**src/hw/rtl/srtn_preemptive_scheduler_assert.svh**
```systemverilog
// assertion macros for the srtn scheduler
// no dependencies; included by the top level
`ifndef SRTN_PREEMPTIVE_SCHEDULER_ASSERT_SVH
`define SRTN_PREEMPTIVE_SCHEDULER_ASSERT_SVH

// condition holds in the same cycle
`define SRTN_ASSERT_SAME(label, clk, rstn, ante, cons) \
    label: assert property (@(posedge clk) disable iff (!(rstn)) (ante) |-> (cons)) \
        else $error("srtn scheduler check failed");

// condition holds in the next cycle
`define SRTN_ASSERT_NEXT(label, clk, rstn, ante, cons) \
    label: assert property (@(posedge clk) disable iff (!(rstn)) (ante) |=> (cons)) \
        else $error("srtn scheduler check failed");

`endif

```
**src/hw/rtl/srtn_pkg.sv**
```systemverilog
// shared types and constants for the srtn scheduler
// no dependencies; used by srtn_alu and the top level
package srtn_pkg;

    localparam int CLK_W = 32;

    localparam logic FUNC_ARRIVE = 1'b0;
    localparam logic FUNC_TICK   = 1'b1;

    typedef enum logic [2:0] {
        ST_IDLE,
        ST_EXEC,
        ST_SHIFT,
        ST_PLACE,
        ST_POP,
        ST_EMIT
    } state_t;

    typedef struct packed {
        logic lt;
        logic zero;
    } alu_flags_t;

endpackage

```
**src/hw/rtl/srtn_ram.sv**
```systemverilog
// generic single-write, single-read ram with registered read data
// no dependencies
module srtn_ram #(
    parameter int WIDTH = 24,
    parameter int DEPTH = 16,
    localparam int ADDR_W = (DEPTH > 1) ? $clog2(DEPTH) : 1
) (
    input  logic              aclk,
    input  logic              we,
    input  logic [ADDR_W-1:0] waddr,
    input  logic [WIDTH-1:0]  wdata,
    input  logic [ADDR_W-1:0] raddr,
    output logic [WIDTH-1:0]  rdata
);

    logic [WIDTH-1:0] mem [DEPTH];
    logic [WIDTH-1:0] rdata_reg;

    always_ff @(posedge aclk) begin
        if (we) begin
            mem[waddr] <= wdata;
        end
        rdata_reg <= mem[raddr];
    end

    assign rdata = rdata_reg;

endmodule

```
**src/hw/rtl/srtn_alu.sv**
```systemverilog
// shared subtract and compare unit of the srtn scheduler
// depends on srtn_pkg
module srtn_alu #(
    parameter int W = 16
) (
    input  logic                  [W-1:0] a,
    input  logic                  [W-1:0] b,
    output logic                  [W-1:0] diff,
    output srtn_pkg::alu_flags_t          flags
);

    logic [W:0] full_diff;

    assign full_diff  = {1'b0, a} - {1'b0, b};
    assign diff       = full_diff[W-1:0];
    assign flags.lt   = full_diff[W];
    assign flags.zero = (full_diff[W-1:0] == '0);

endmodule

```
**src/hw/rtl/srtn_preemptive_scheduler.sv**
```systemverilog
// srtn preemptive scheduler top level: sequencer, run state, queue pointers
// depends on srtn_pkg, srtn_ram, srtn_alu and srtn_preemptive_scheduler_assert.svh
//
// channel  dir  tdata (low bit up)                                       tuser
// s_       in   task_id, duration                                        func
// m_       out  running_id, cpu_idle, finished, finished_id,             -
//               finish_time, queue_full
//
// an item runs exec and emit; a tick that pulls the queue head from the ram also runs pop
// sorted insert: exec, shift over up to QUEUE_DEPTH - 1 entries, place if all passed, emit
// the queue ram walks one entry per cycle through the shared subtract/compare unit
// a result waits in the output register; a held result stalls only the next emit
// reset is synchronous; the queue ram needs no clearing
`include "srtn_preemptive_scheduler_assert.svh"

module srtn_preemptive_scheduler #(
    parameter int QUEUE_DEPTH = 16,
    parameter int ID_BITS     = 8,
    parameter int TIME_BITS   = 16,
    localparam int S_DATA_W   = ((ID_BITS + TIME_BITS + 7) / 8) * 8,
    localparam int M_FIELD_W  = 2 * ID_BITS + 3 + srtn_pkg::CLK_W,
    localparam int M_DATA_W   = ((M_FIELD_W + 7) / 8) * 8
) (
    input  logic                aclk,
    input  logic                aresetn,
    input  logic                s_tvalid,
    output logic                s_tready,
    input  logic [S_DATA_W-1:0] s_tdata,   // task_id, duration
    input  logic                s_tuser,   // func
    output logic                m_tvalid,
    input  logic                m_tready,
    output logic [M_DATA_W-1:0] m_tdata    // running_id, cpu_idle, finished,
                                           // finished_id, finish_time, queue_full
);

    localparam int IDX_W   = $clog2(QUEUE_DEPTH);
    localparam int CNT_W   = $clog2(QUEUE_DEPTH + 1);
    localparam int ENTRY_W = ID_BITS + TIME_BITS;
    localparam int CLK_W   = srtn_pkg::CLK_W;

    function automatic logic [IDX_W-1:0] ptr_dec(input logic [IDX_W-1:0] p);
        logic [IDX_W-1:0] r;
        if (p == '0) begin
            r = IDX_W'(QUEUE_DEPTH - 1);
        end else begin
            r = p - IDX_W'(1);
        end
        return r;
    endfunction

    function automatic logic [IDX_W-1:0] ptr_inc(input logic [IDX_W-1:0] p);
        logic [IDX_W-1:0] r;
        if (p == IDX_W'(QUEUE_DEPTH - 1)) begin
            r = '0;
        end else begin
            r = p + IDX_W'(1);
        end
        return r;
    endfunction

    srtn_pkg::state_t state_reg, state_next;

    logic                 func_reg, func_next;
    logic [ID_BITS-1:0]   id_reg, id_next;
    logic [TIME_BITS-1:0] dur_reg, dur_next;
    logic [IDX_W-1:0]     head_reg, head_next;
    logic [CNT_W-1:0]     count_reg, count_next;
    logic [ID_BITS-1:0]   run_id_reg, run_id_next;
    logic [TIME_BITS-1:0] run_rem_reg, run_rem_next;
    logic                 run_valid_reg, run_valid_next;
    logic [CLK_W-1:0]     clock_reg, clock_next;
    logic [IDX_W-1:0]     wr_ptr_reg, wr_ptr_next;
    logic [IDX_W-1:0]     rd_ptr_reg, rd_ptr_next;
    logic [CNT_W-1:0]     k_reg, k_next;
    logic                 fin_reg, fin_next;
    logic [ID_BITS-1:0]   fin_id_reg, fin_id_next;
    logic [CLK_W-1:0]     fin_time_reg, fin_time_next;
    logic                 full_reg, full_next;
    logic                 m_tvalid_reg, m_tvalid_next;
    logic [M_DATA_W-1:0]  m_tdata_reg, m_tdata_next;

    logic                 ram_we;
    logic [IDX_W-1:0]     ram_waddr;
    logic [ENTRY_W-1:0]   ram_wdata;
    logic [IDX_W-1:0]     ram_raddr;
    logic [ENTRY_W-1:0]   ram_rdata;
    logic [ID_BITS-1:0]   rd_id;
    logic [TIME_BITS-1:0] rd_rem;

    logic [TIME_BITS-1:0] alu_a, alu_b, alu_diff;
    srtn_pkg::alu_flags_t alu_flags;

    logic [CNT_W:0]       tail_sum;
    logic [IDX_W-1:0]     tail;
    logic                 q_full, q_empty, rem_le1, out_free, s_accept;
    logic [M_FIELD_W-1:0] out_fields;

    srtn_ram #(
        .WIDTH (ENTRY_W),
        .DEPTH (QUEUE_DEPTH)
    ) u_ram (
        .aclk  (aclk),
        .we    (ram_we),
        .waddr (ram_waddr),
        .wdata (ram_wdata),
        .raddr (ram_raddr),
        .rdata (ram_rdata)
    );

    srtn_alu #(
        .W (TIME_BITS)
    ) u_alu (
        .a     (alu_a),
        .b     (alu_b),
        .diff  (alu_diff),
        .flags (alu_flags)
    );

    assign rd_id  = ram_rdata[ENTRY_W-1:TIME_BITS];
    assign rd_rem = ram_rdata[TIME_BITS-1:0];

    assign tail_sum = (CNT_W + 1)'(head_reg) + (CNT_W + 1)'(count_reg);
    assign tail     = (tail_sum >= (CNT_W + 1)'(QUEUE_DEPTH))
                      ? IDX_W'(tail_sum - (CNT_W + 1)'(QUEUE_DEPTH))
                      : IDX_W'(tail_sum);

    assign q_full   = (count_reg == CNT_W'(QUEUE_DEPTH));
    assign q_empty  = (count_reg == '0);
    assign rem_le1  = alu_flags.lt | alu_flags.zero;
    assign out_free = !m_tvalid_reg || m_tready;
    assign s_tready = (state_reg == srtn_pkg::ST_IDLE);
    assign s_accept = s_tvalid && s_tready;

    // operand select for the shared unit
    always_comb begin
        alu_a = dur_reg;
        alu_b = run_rem_reg;
        case (state_reg)
            srtn_pkg::ST_EXEC: begin
                if (func_reg == srtn_pkg::FUNC_TICK) begin
                    alu_a = run_rem_reg;
                    alu_b = TIME_BITS'(1);
                end
            end
            srtn_pkg::ST_SHIFT: begin
                alu_b = rd_rem;
            end
            default: begin
            end
        endcase
    end

    // next state
    always_comb begin
        state_next = state_reg;
        case (state_reg)
            srtn_pkg::ST_IDLE: begin
                if (s_tvalid) begin
                    state_next = srtn_pkg::ST_EXEC;
                end
            end
            srtn_pkg::ST_EXEC: begin
                state_next = srtn_pkg::ST_EMIT;
                if (func_reg == srtn_pkg::FUNC_ARRIVE) begin
                    if (run_valid_reg && !q_full && !alu_flags.lt && !q_empty) begin
                        state_next = srtn_pkg::ST_SHIFT;
                    end
                end else if (run_valid_reg && rem_le1 && !q_empty) begin
                    state_next = srtn_pkg::ST_POP;
                end
            end
            srtn_pkg::ST_SHIFT: begin
                if (!alu_flags.lt) begin
                    state_next = srtn_pkg::ST_EMIT;
                end else if (k_reg == CNT_W'(1)) begin
                    state_next = srtn_pkg::ST_PLACE;
                end
            end
            srtn_pkg::ST_PLACE: begin
                state_next = srtn_pkg::ST_EMIT;
            end
            srtn_pkg::ST_POP: begin
                state_next = srtn_pkg::ST_EMIT;
            end
            srtn_pkg::ST_EMIT: begin
                if (out_free) begin
                    state_next = srtn_pkg::ST_IDLE;
                end
            end
            default: begin
                state_next = srtn_pkg::ST_IDLE;
            end
        endcase
    end

    // datapath and ram control
    always_comb begin
        func_next      = func_reg;
        id_next        = id_reg;
        dur_next       = dur_reg;
        head_next      = head_reg;
        count_next     = count_reg;
        run_id_next    = run_id_reg;
        run_rem_next   = run_rem_reg;
        run_valid_next = run_valid_reg;
        clock_next     = clock_reg;
        wr_ptr_next    = wr_ptr_reg;
        rd_ptr_next    = rd_ptr_reg;
        k_next         = k_reg;
        fin_next       = fin_reg;
        fin_id_next    = fin_id_reg;
        fin_time_next  = fin_time_reg;
        full_next      = full_reg;
        m_tvalid_next  = m_tvalid_reg;
        m_tdata_next   = m_tdata_reg;
        ram_we         = 1'b0;
        ram_waddr      = wr_ptr_reg;
        ram_wdata      = {id_reg, dur_reg};
        ram_raddr      = head_reg;
        out_fields     = {full_reg, fin_time_reg, fin_id_reg, fin_reg, !run_valid_reg,
                          (run_valid_reg ? run_id_reg : ID_BITS'(0))};

        if (m_tvalid_reg && m_tready) begin
            m_tvalid_next = 1'b0;
        end

        case (state_reg)
            srtn_pkg::ST_IDLE: begin
                if (s_accept) begin
                    func_next     = s_tuser;
                    id_next       = s_tdata[ID_BITS-1:0];
                    dur_next      = s_tdata[ENTRY_W-1:ID_BITS];
                    fin_next      = 1'b0;
                    fin_id_next   = '0;
                    fin_time_next = '0;
                    full_next     = 1'b0;
                end
            end
            srtn_pkg::ST_EXEC: begin
                if (func_reg == srtn_pkg::FUNC_ARRIVE) begin
                    if (!run_valid_reg) begin
                        run_id_next    = id_reg;
                        run_rem_next   = dur_reg;
                        run_valid_next = 1'b1;
                    end else if (q_full) begin
                        full_next = 1'b1;
                    end else if (alu_flags.lt) begin
                        // preempt: running task goes to the queue head
                        ram_we       = 1'b1;
                        ram_waddr    = ptr_dec(head_reg);
                        ram_wdata    = {run_id_reg, run_rem_reg};
                        head_next    = ptr_dec(head_reg);
                        count_next   = count_reg + CNT_W'(1);
                        run_id_next  = id_reg;
                        run_rem_next = dur_reg;
                    end else if (q_empty) begin
                        ram_we     = 1'b1;
                        ram_waddr  = tail;
                        count_next = count_reg + CNT_W'(1);
                    end else begin
                        wr_ptr_next = tail;
                        rd_ptr_next = ptr_dec(tail);
                        ram_raddr   = ptr_dec(tail);
                        k_next      = count_reg;
                    end
                end else begin
                    clock_next = clock_reg + CLK_W'(1);
                    if (run_valid_reg) begin
                        if (rem_le1) begin
                            fin_next      = 1'b1;
                            fin_id_next   = run_id_reg;
                            fin_time_next = clock_reg + CLK_W'(1);
                            if (q_empty) begin
                                run_valid_next = 1'b0;
                                run_id_next    = '0;
                                run_rem_next   = '0;
                            end
                        end else begin
                            run_rem_next = alu_diff;
                        end
                    end
                end
            end
            srtn_pkg::ST_SHIFT: begin
                ram_we = 1'b1;
                if (!alu_flags.lt) begin
                    count_next = count_reg + CNT_W'(1);
                end else begin
                    ram_wdata   = ram_rdata;
                    wr_ptr_next = rd_ptr_reg;
                    rd_ptr_next = ptr_dec(rd_ptr_reg);
                    ram_raddr   = ptr_dec(rd_ptr_reg);
                    k_next      = k_reg - CNT_W'(1);
                end
            end
            srtn_pkg::ST_PLACE: begin
                ram_we     = 1'b1;
                count_next = count_reg + CNT_W'(1);
            end
            srtn_pkg::ST_POP: begin
                run_id_next  = rd_id;
                run_rem_next = rd_rem;
                head_next    = ptr_inc(head_reg);
                count_next   = count_reg - CNT_W'(1);
            end
            srtn_pkg::ST_EMIT: begin
                if (out_free) begin
                    m_tvalid_next = 1'b1;
                    m_tdata_next  = M_DATA_W'(out_fields);
                end
            end
            default: begin
            end
        endcase
    end

    always_ff @(posedge aclk) begin
        if (!aresetn) begin
            state_reg     <= srtn_pkg::ST_IDLE;
            head_reg      <= '0;
            count_reg     <= '0;
            run_id_reg    <= '0;
            run_rem_reg   <= '0;
            run_valid_reg <= 1'b0;
            clock_reg     <= '0;
            m_tvalid_reg  <= 1'b0;
        end else begin
            state_reg     <= state_next;
            head_reg      <= head_next;
            count_reg     <= count_next;
            run_id_reg    <= run_id_next;
            run_rem_reg   <= run_rem_next;
            run_valid_reg <= run_valid_next;
            clock_reg     <= clock_next;
            m_tvalid_reg  <= m_tvalid_next;
        end
    end

    always_ff @(posedge aclk) begin
        func_reg     <= func_next;
        id_reg       <= id_next;
        dur_reg      <= dur_next;
        wr_ptr_reg   <= wr_ptr_next;
        rd_ptr_reg   <= rd_ptr_next;
        k_reg        <= k_next;
        fin_reg      <= fin_next;
        fin_id_reg   <= fin_id_next;
        fin_time_reg <= fin_time_next;
        full_reg     <= full_next;
        m_tdata_reg  <= m_tdata_next;
    end

    assign m_tvalid = m_tvalid_reg;
    assign m_tdata  = m_tdata_reg;

    `SRTN_ASSERT_SAME(a_queue_needs_runner, aclk, aresetn, count_reg != '0, run_valid_reg)
    `SRTN_ASSERT_SAME(a_write_has_room, aclk, aresetn, ram_we, count_reg < CNT_W'(QUEUE_DEPTH))
    `SRTN_ASSERT_SAME(a_shift_in_range, aclk, aresetn, state_reg == srtn_pkg::ST_SHIFT, (k_reg != '0) && (k_reg <= count_reg))
    `SRTN_ASSERT_NEXT(a_accept_busy, aclk, aresetn, s_accept, !s_tready)

endmodule
```
**config.mk**
```make
export PLATFORM = sky130hd
export DESIGN_NAME = srtn_preemptive_scheduler
export DESIGN_NICKNAME = d
export VERILOG_FILES = /design/src/hw/rtl/srtn_pkg.sv /design/src/hw/rtl/srtn_ram.sv /design/src/hw/rtl/srtn_alu.sv /design/src/hw/rtl/srtn_preemptive_scheduler.sv
export VERILOG_INCLUDE_DIRS = /design/src /design/src/hw/rtl
export SDC_FILE = /design/constraint.sdc
export NUM_CORES = 1
export LEC_CHECK = 0
export ABC_AREA = 1
export ABC_CLOCK_PERIOD_IN_PS = 10600
export BUFFER_PORTS_ARGS = -buffer_cell sky130_fd_sc_hd__buf_2
export CORE_MARGIN = 4
export CORE_UTILIZATION = 45
export DETAILED_ROUTE_END_ITERATION = 12
export SKIP_CTS_REPAIR_TIMING = 1
export SYNTH_ARGS = -nofsm -noshare
export SYNTH_HDL_FRONTEND = slang
export SYNTH_SLANG_ARGS = --single-unit
```
**constraint.sdc**
```tcl
create_clock -name aclk -period 10.6 [get_ports aclk]
set_input_delay 2.65 -clock aclk [delete_from_list [all_inputs] [get_ports aclk]]
set_output_delay 2.65 -clock aclk [all_outputs]
set_load 0.02 [all_outputs]
```
==> out/qor.yml, run 1 <==
layout:
  n_antenna_cell: 0
  nNetsFinal: 3115
  fillers: 5864
  stdcell_area_sq_um: 32130
  layout_common_cells: "inv_1, edfxtp_1, nand3_1"
  fin_util: 0.5094
  largest_reg_flops: 384
  area_growth_pct: 12.08
  final_common_cell: "inv_1"
  drive_above_1_share: 0.1034
  multi_input_area_sq_um: 8641
  regArea_sq_um: 17350
timing:
  period_share: 0.6698
  rsz0062_at_grt: "no"
  setup_ws_ps: 3500
  fmax_mhz: 140.8
  drv_slew: 0
  hold_violations: 0
  skew_ps: 24.87
  slew_headroom: 0.1099
  finalSetupTns_ps: 0
  tightest_slew_ps: 1335
  setup_viol: 0
  period_needed_ps: 7100
hold_path:
  hold_path_class: "flip-flop to flip-flop"
  hold-path-cell-count: 0
logic_synthesis:
  syn_area_sq_um: 28670
  avgSynthCellArea_sq_um: 9.595
  ys_seq_area_frac: 0.6051
  yosys_warnings: 0
  ys.flop_type: "edfxtp_1"
  ys_types: 51
  synth-seq-cells: 609
  synth-edff-count: 515
  synth_cells: 2988
  async_flop_share: 0
setup_path:
  cp_top_family: "simple AND/OR/NAND/NOR gates"
  cp_slowest_cell: "nand4_2"
  cpMostUsedCell: "nand3_1"
  crit_path_start_kind: "flip-flop"
  worstPathArrival_ps: 7600
  reg2reg_setup_slack_ps: 3500
  cp_slowest_stage_delay_ps: 1040
  end_kind: "flip-flop"
  critical_path_depth: 26
  crit_buf_inv: 5
  critical_path.max_fanout: 75
  crit_type: "flip-flop to flip-flop"
  critPathRequiredTime_ps: 11100
  worst-r2r-cell-count: 26
placement:
  port_buffers: 81
  hpwlAfterDp_um: 46380
  place_ws_ps: 3649
  place_area_sq_um: 29990
  gp_congestion: 0.9015
die:
  core_region_area_sq_um: 63080
  dieArea_sq_um: 67810
  io-pin-count: 87
  rows: 92
  start_util: 0.4545
  fp.dieH_um: 260.4
  dieWidth_um: 260.4
clocking:
  cts-buffers-inserted: 68
  cts_root_buf: "clkbuf_16"
  cts.htree.levels: 3
  clock_latency_ps: 620
  clk_pin_slew_worst_paths_ps: 60
  cts.path.max_buffers: 3
  cts_tree: "yes"
  clock_sinks: 609
grt:
  grt_overflow_total: 0
  grt_start_max_net_pins: 78
  grt_pass1_wl_um: 118900
  track_usage: 0.2273
  grt_pass1_vias: 20276
  antenna_found_initial: 0
power:
  power.share.clock: 0.334
  pwr-share-comb: 0.231
  power_per_cell_area_nw_per_um2: 212.1
  p_int_uw: 4558
  vdd_drop_max_mv: 0.1259
  seqPwrFrac: 0.436
  p_sw_frac: 0.3313
  p_sw_uw: 2258
  leakagePower_uw: 0.01332
detailed_routing:
  via_per_inst: 5.320
  vias: 21019
  drc: 0
  routedWlPerCell_um: 19.61
  drt_wl_total_um: 77470
  ant_nets: 0
  drt_iter0_markers: 2007
  drt_pass1_iterations: 6
run_status:
  status: "finished clean"
job:
  drv_cap: 0
## per-stage QoR
stage | std cells | hold slack [ps] | power (uW)
floorplan | 2992 | 400.3 | 4076
global placement | 3828 | 400.9 | 4548
detailed placement | 3828 | 404.5 | 4564
CTS | 3951 | 417.5 | 6847
global route | 3951 | 422.1 | 7165
finish | 3951 | 413.5 | 6816
## final timing paths
kind,to,start
max,u_ram.rdata[7]$_DFF_P_,state_reg[1]$_SDFFE_PN0P_
min,m_tdata[42]$_DFFE_PP_,fin_time_reg[24]$_SDFFCE_PP0P_
max reg2reg,u_ram.rdata[7]$_DFF_P_,state_reg[1]$_SDFFE_PN0P_
min reg2reg,m_tdata[42]$_DFFE_PP_,fin_time_reg[24]$_SDFFCE_PP0P_
## power groups by stage
stage	combinational [uW]	clock [uW]	sequential, uW
after floorplan	1140	0	2930
after global placement	1530	0	3010
after detailed placement	1550	0	3010
after CTS	1560	2330	2960
after global routing	1760	2430	2980
final	1570	2270	2970
## layer usage
metal	global-route usage	wire length [um]	part of all wire
met1	0.3233	34820	0.45
met3	0.04522	5762	0.074
met5	0	0	0
met2	0.3535	34500	0.45
met4	0.07112	2383	0.031
## kinds of logic (layout without fill, tap and decap cells)
group,after synthesis,in the layout,synth area share
buffers and inverters,706,819,0.09933
xor gates and xnor gates,34,34,0.01039
DFF,609,609,0.6051
and+or+nand+nor,1323,1323,0.2109
muxes,1,1,0.0003492
adders and majority gates,34,34,0.01562
AOI/OAI and AO/OA,280,280,0.05818
other,1,5,0.0001308
## cell usage after synthesis (31+ instances only)
| cell | number | share of area |
|---|---|---|
| a21oi_1 | 82 | 0.014 |
| nand3_1 | 510 | 0.089 |
| nor2_1 | 176 | 0.023 |
| dfxtp_1 | 94 | 0.066 |
| buf_2 | 41 | 0.0072 |
| o21ai_0 | 102 | 0.018 |
| nand2_1 | 500 | 0.065 |
| nand3b_1 | 55 | 0.014 |
| ha_1 | 31 | 0.014 |
| edfxtp_1 | 515 | 0.54 |
| inv_1 | 533 | 0.070 |
| clkbuf_1 | 62 | 0.0081 |
## cell type report
class                           instances  share of cell area
Multi-Input combinational cell       1677              0.2689
Inverter                              555             0.06483
Timing Repair Buffer                  141             0.02663
Sequential cell                       609              0.5399
Clock buffer                           87             0.05580
Tap cell                              846             0.03294
Clock inverter                         36             0.01102
No activity file was read; power rests on OpenSTA's default activity.
==> run 2, diff against run 1 <==
--- a/config.mk
+++ b/config.mk
@@ -6,8 +6,8 @@
 export SDC_FILE = /design/constraint.sdc
 export NUM_CORES = 1
 export LEC_CHECK = 0
-export ABC_AREA = 1
-export ABC_CLOCK_PERIOD_IN_PS = 10600
+export ABC_AREA = 0
+export ABC_CLOCK_PERIOD_IN_PS = 6200
 export BUFFER_PORTS_ARGS = -buffer_cell sky130_fd_sc_hd__buf_2
 export CORE_MARGIN = 4
 export CORE_UTILIZATION = 45
==> constraint.sdc (replaced) <==
create_clock -name aclk -period 6.2 [get_ports aclk]
set_input_delay 1.55 -clock aclk [delete_from_list [all_inputs] [get_ports aclk]]
set_output_delay 1.55 -clock aclk [all_outputs]
set_load 0.02 [all_outputs]
==> run 2 against run 1 <==
Net effect:
- fmax grew 22%
- synthesized cell count is 32% lower
- highest routed layer unchanged
- final area shrank 4.1%
- critical path depth fell by 8
- sequential cell count stayed put
- power up 89%
- sequential power is 81% higher
==> out/qor.yml, run 2 <==
detailed_routing:
  drc: 0  # unchanged
  ant_nets: 0  # unchanged
  routedWlPerCell_um: 23.21  # +18%
  via_per_inst: 5.844  # +9.8%
  vias: 17409  # -17%
  drt_iter0_markers: 1587  # -21%
  drt_wl_total_um: 69140  # -11%
  drt_pass1_iterations: 5  # -1
setup_path:
  cp_slowest_stage_delay_ps: 570  # -470 ps
  worstPathCellList: "or3b_1, clkinv_1, nand2_1, buf_4, nand2_1, nand2_1, ha_1, a21oi_1, o21ai_0, o21ai_1, buf_4, a21oi_2, o311a_4, buf_4, buf_4, mux2_2, o22ai_1, nor4_1"
  crit_type: "flip-flop to flip-flop"
  critPathRequiredTime_ps: 6670  # -4430 ps
  end_kind: "flip-flop"
  crit_buf_inv: 5  # unchanged
  critical_path.max_fanout: 27  # -64%
  crit_path_start_kind: "flip-flop"
  cp_top_family: "compound AO/OA/AOI/OAI gates"
  cpMostUsedCell: "buf_4"
  cp_slowest_cell: "dfxtp_1"
  worstPathArrival_ps: 6270  # -1330 ps
grt:
  grt_pass1_wl_um: 105300  # -11%
  grt_overflow_total: 0  # unchanged
  grt_start_max_net_pins: 76  # -2.6%
  grt_pass1_vias: 17387  # -14%
  track_usage: 0.2143  # -0.01301
  antenna_found_initial: 1  # +1
clocking:
  cts_root_buf: "clkbuf_16"
  clock_latency_ps: 600  # -20 ps
  cts_tree: "yes"
  cts.path.max_buffers: 3  # unchanged
  cts.htree.levels: 3  # unchanged
  cts-buffers-inserted: 66  # -2.9%
  clock_sinks: 609  # unchanged
  clk_pin_slew_worst_paths_ps: 60  # about the same
logic_synthesis:
  synthTopCellsByArea: "edfxtp_1, dfxtp_1, mux2_2"
  synth_cells: 2031  # -32%
  yosysTopAreaCell: "edfxtp_1"
  synth-seq-cells: 609  # unchanged
  yosys_warnings: 0  # unchanged
  async_flop_share: 0  # unchanged
  syn_area_sq_um: 26770  # -6.6%
  synth.most_common_cell: "edfxtp_1"
  ys.flop_type: "edfxtp_1"
  avgSynthCellArea_sq_um: 13.18  # +37%
  synth-edff-count: 515  # unchanged
  synth_top_area_frac: 0.5777  # +0.03822
  ys_seq_area_frac: 0.6479  # +0.04287
  ys_types: 84  # +65%
  synth_commonest_cells: "edfxtp_1, nand2_1, mux2_2"
run_status:
  status: "finished clean"
layout:
  fin_util: 0.5232  # +0.01380
  n_antenna_cell: 0  # unchanged
  drive_above_1_share: 0.2321  # +0.1287
  fillers: 4967  # -15%
  layout_common_cells: "edfxtp_1, nand2_1, mux2_2"
  final_common_cell: "edfxtp_1"
  area_growth_pct: 15.12
  nNetsFinal: 2216  # -29%
  stdcell_area_sq_um: 30820  # -4.1%
  largest_reg_flops: 384  # unchanged
  post_layout_nonfiller_instances: 2979  # -25%
timing:
  setup_ws_ps: 398.0  # -3102 ps
  slew_headroom: 0.2018  # +0.09190
  fmax_mhz: 172.4  # +22%
  hold_violations: 0  # unchanged
  rsz0062_at_grt: "no"
  setup_viol: 0  # unchanged
  finalSetupTns_ps: 0  # unchanged
  tightest_slew_ps: 1197  # -137.9 ps
  period_needed_ps: 5802  # -1298 ps
  drv_slew: 0  # unchanged
  skew_ps: 19.36  # -5.511 ps
  period_share: 0.9358  # +0.2660
placement:
  place_inst: 2858  # -25%
  gp_congestion: 0.8617  # -4.4%
  place_area_sq_um: 28550  # -4.8%
  place_ws_ps: 359.7  # -3289 ps
  hpwlAfterDp_um: 44430  # -4.2%
  port_buffers: 81  # unchanged
power:
  p_int_uw: 8733  # +92%
  power.share.clock: 0.317  # -0.017
  p_sw_uw: 4120  # +82%
  power_per_cell_area_nw_per_um2: 417.0  # +97%
  seqPwrFrac: 0.417  # -0.019
  pwr-share-comb: 0.265  # +0.034
  leakagePower_uw: 0.01065  # -20%
  vdd_drop_max_mv: 0.2533  # +100%
  p_sw_frac: 0.3205  # -0.01074
die:
  core_region_area_sq_um: 58910  # -6.6%
  start_util: 0.4545  # about the same
  io-pin-count: 87  # unchanged
  rows: 89  # -3.3%
  dieArea_sq_um: 63460  # -6.4%
  fp.dieH_um: 251.9  # -3.3%
  dieWidth_um: 251.9  # -3.3%
job:
  drv_cap: 0  # unchanged
hold_path:
  hold_path_class: "flip-flop to flip-flop"
[run 2: cell types whose count changed in the layout (fill, tap and decap cells not counted), moves of 39 or more]
cell | previous run | this run
nand3b_1 | 55 | 2
nand3_1 | 509 | 39
nand2_1 | 498 | 193
o21ai_0 | 102 | 63
nor2_1 | 156 | 99
mux2_2 | 0 | 146
and3_1 | 0 | 59
inv_1 | 533 | 26
a221oi_1 | 2 | 51
o22ai_1 | 17 | 77
[run 2: kinds of logic (layout without fill, tap and decap cells)]
group	Yosys count	in the layout	synth area share
flip-flops	609	609	0.6479
XOR/XNOR	67	67	0.02192
other	1	5	0.0001401
buffers and inverters	164	335	0.02528
adder cells (fa/ha/maj)	34	34	0.01673
multiplexers	180	180	0.07440
AO/OA/AOI/OAI	421	421	0.1128
AND/OR/NAND/NOR	555	555	0.1008
[run 2: metal layers]
metal  share of wire  GRT usage
met2            0.47     0.3478
met4           0.034    0.07818
met5               0          0
met3           0.058    0.03556
met1            0.44     0.2941
[run 2: final timing paths]
kind	depth (start not counted)	from	slack, ps	end
setup / recovery	18	state_reg[0]$_SDFFE_PN0P_	400	u_ram.rdata[3]$_DFF_P_
hold / removal	0	fin_time_reg[18]$_SDFFCE_PP0P_	420	m_tdata[36]$_DFFE_PP_
setup reg to reg	18	state_reg[0]$_SDFFE_PN0P_	400	u_ram.rdata[3]$_DFF_P_
hold reg to reg	0	fin_time_reg[18]$_SDFFCE_PP0P_	420	m_tdata[36]$_DFFE_PP_
[run 2: power by group through the flow]
| stage | clock (uW) | sequential [uW] | combinational (uW) |
|---|---|---|---|
| CTS | 4180 | 5350 | 3380 |
| floorplan | 0 | 5300 | 2330 |
| detailed placement | 0 | 5440 | 3360 |
| global placement | 0 | 5430 | 3330 |
| global route | 4350 | 5390 | 3700 |
| finish | 4080 | 5370 | 3410 |
[run 2: through the flow]
step,hold slack [ps],total power [uW]
2_1_floorplan,400.3,7628
3_3_place_gp,400.3,8762
3_5_place_dp,404.5,8802
4_1_cts,417.0,12910
5_1_grt,421.7,13440
6_report,417.4,12850
[run 2: area by class of cell]
cell class                 count  area, sq um  area share
clock buffer                  77         1775     0.05761
timing repair buffer         185         1274     0.04133
tap                          773        967.2     0.03138
multi-input combinational   1262         8861      0.2875
inverter                      29        108.9    0.003532
clock inverter                44        486.7     0.01579
sequential                   609        17350      0.5628
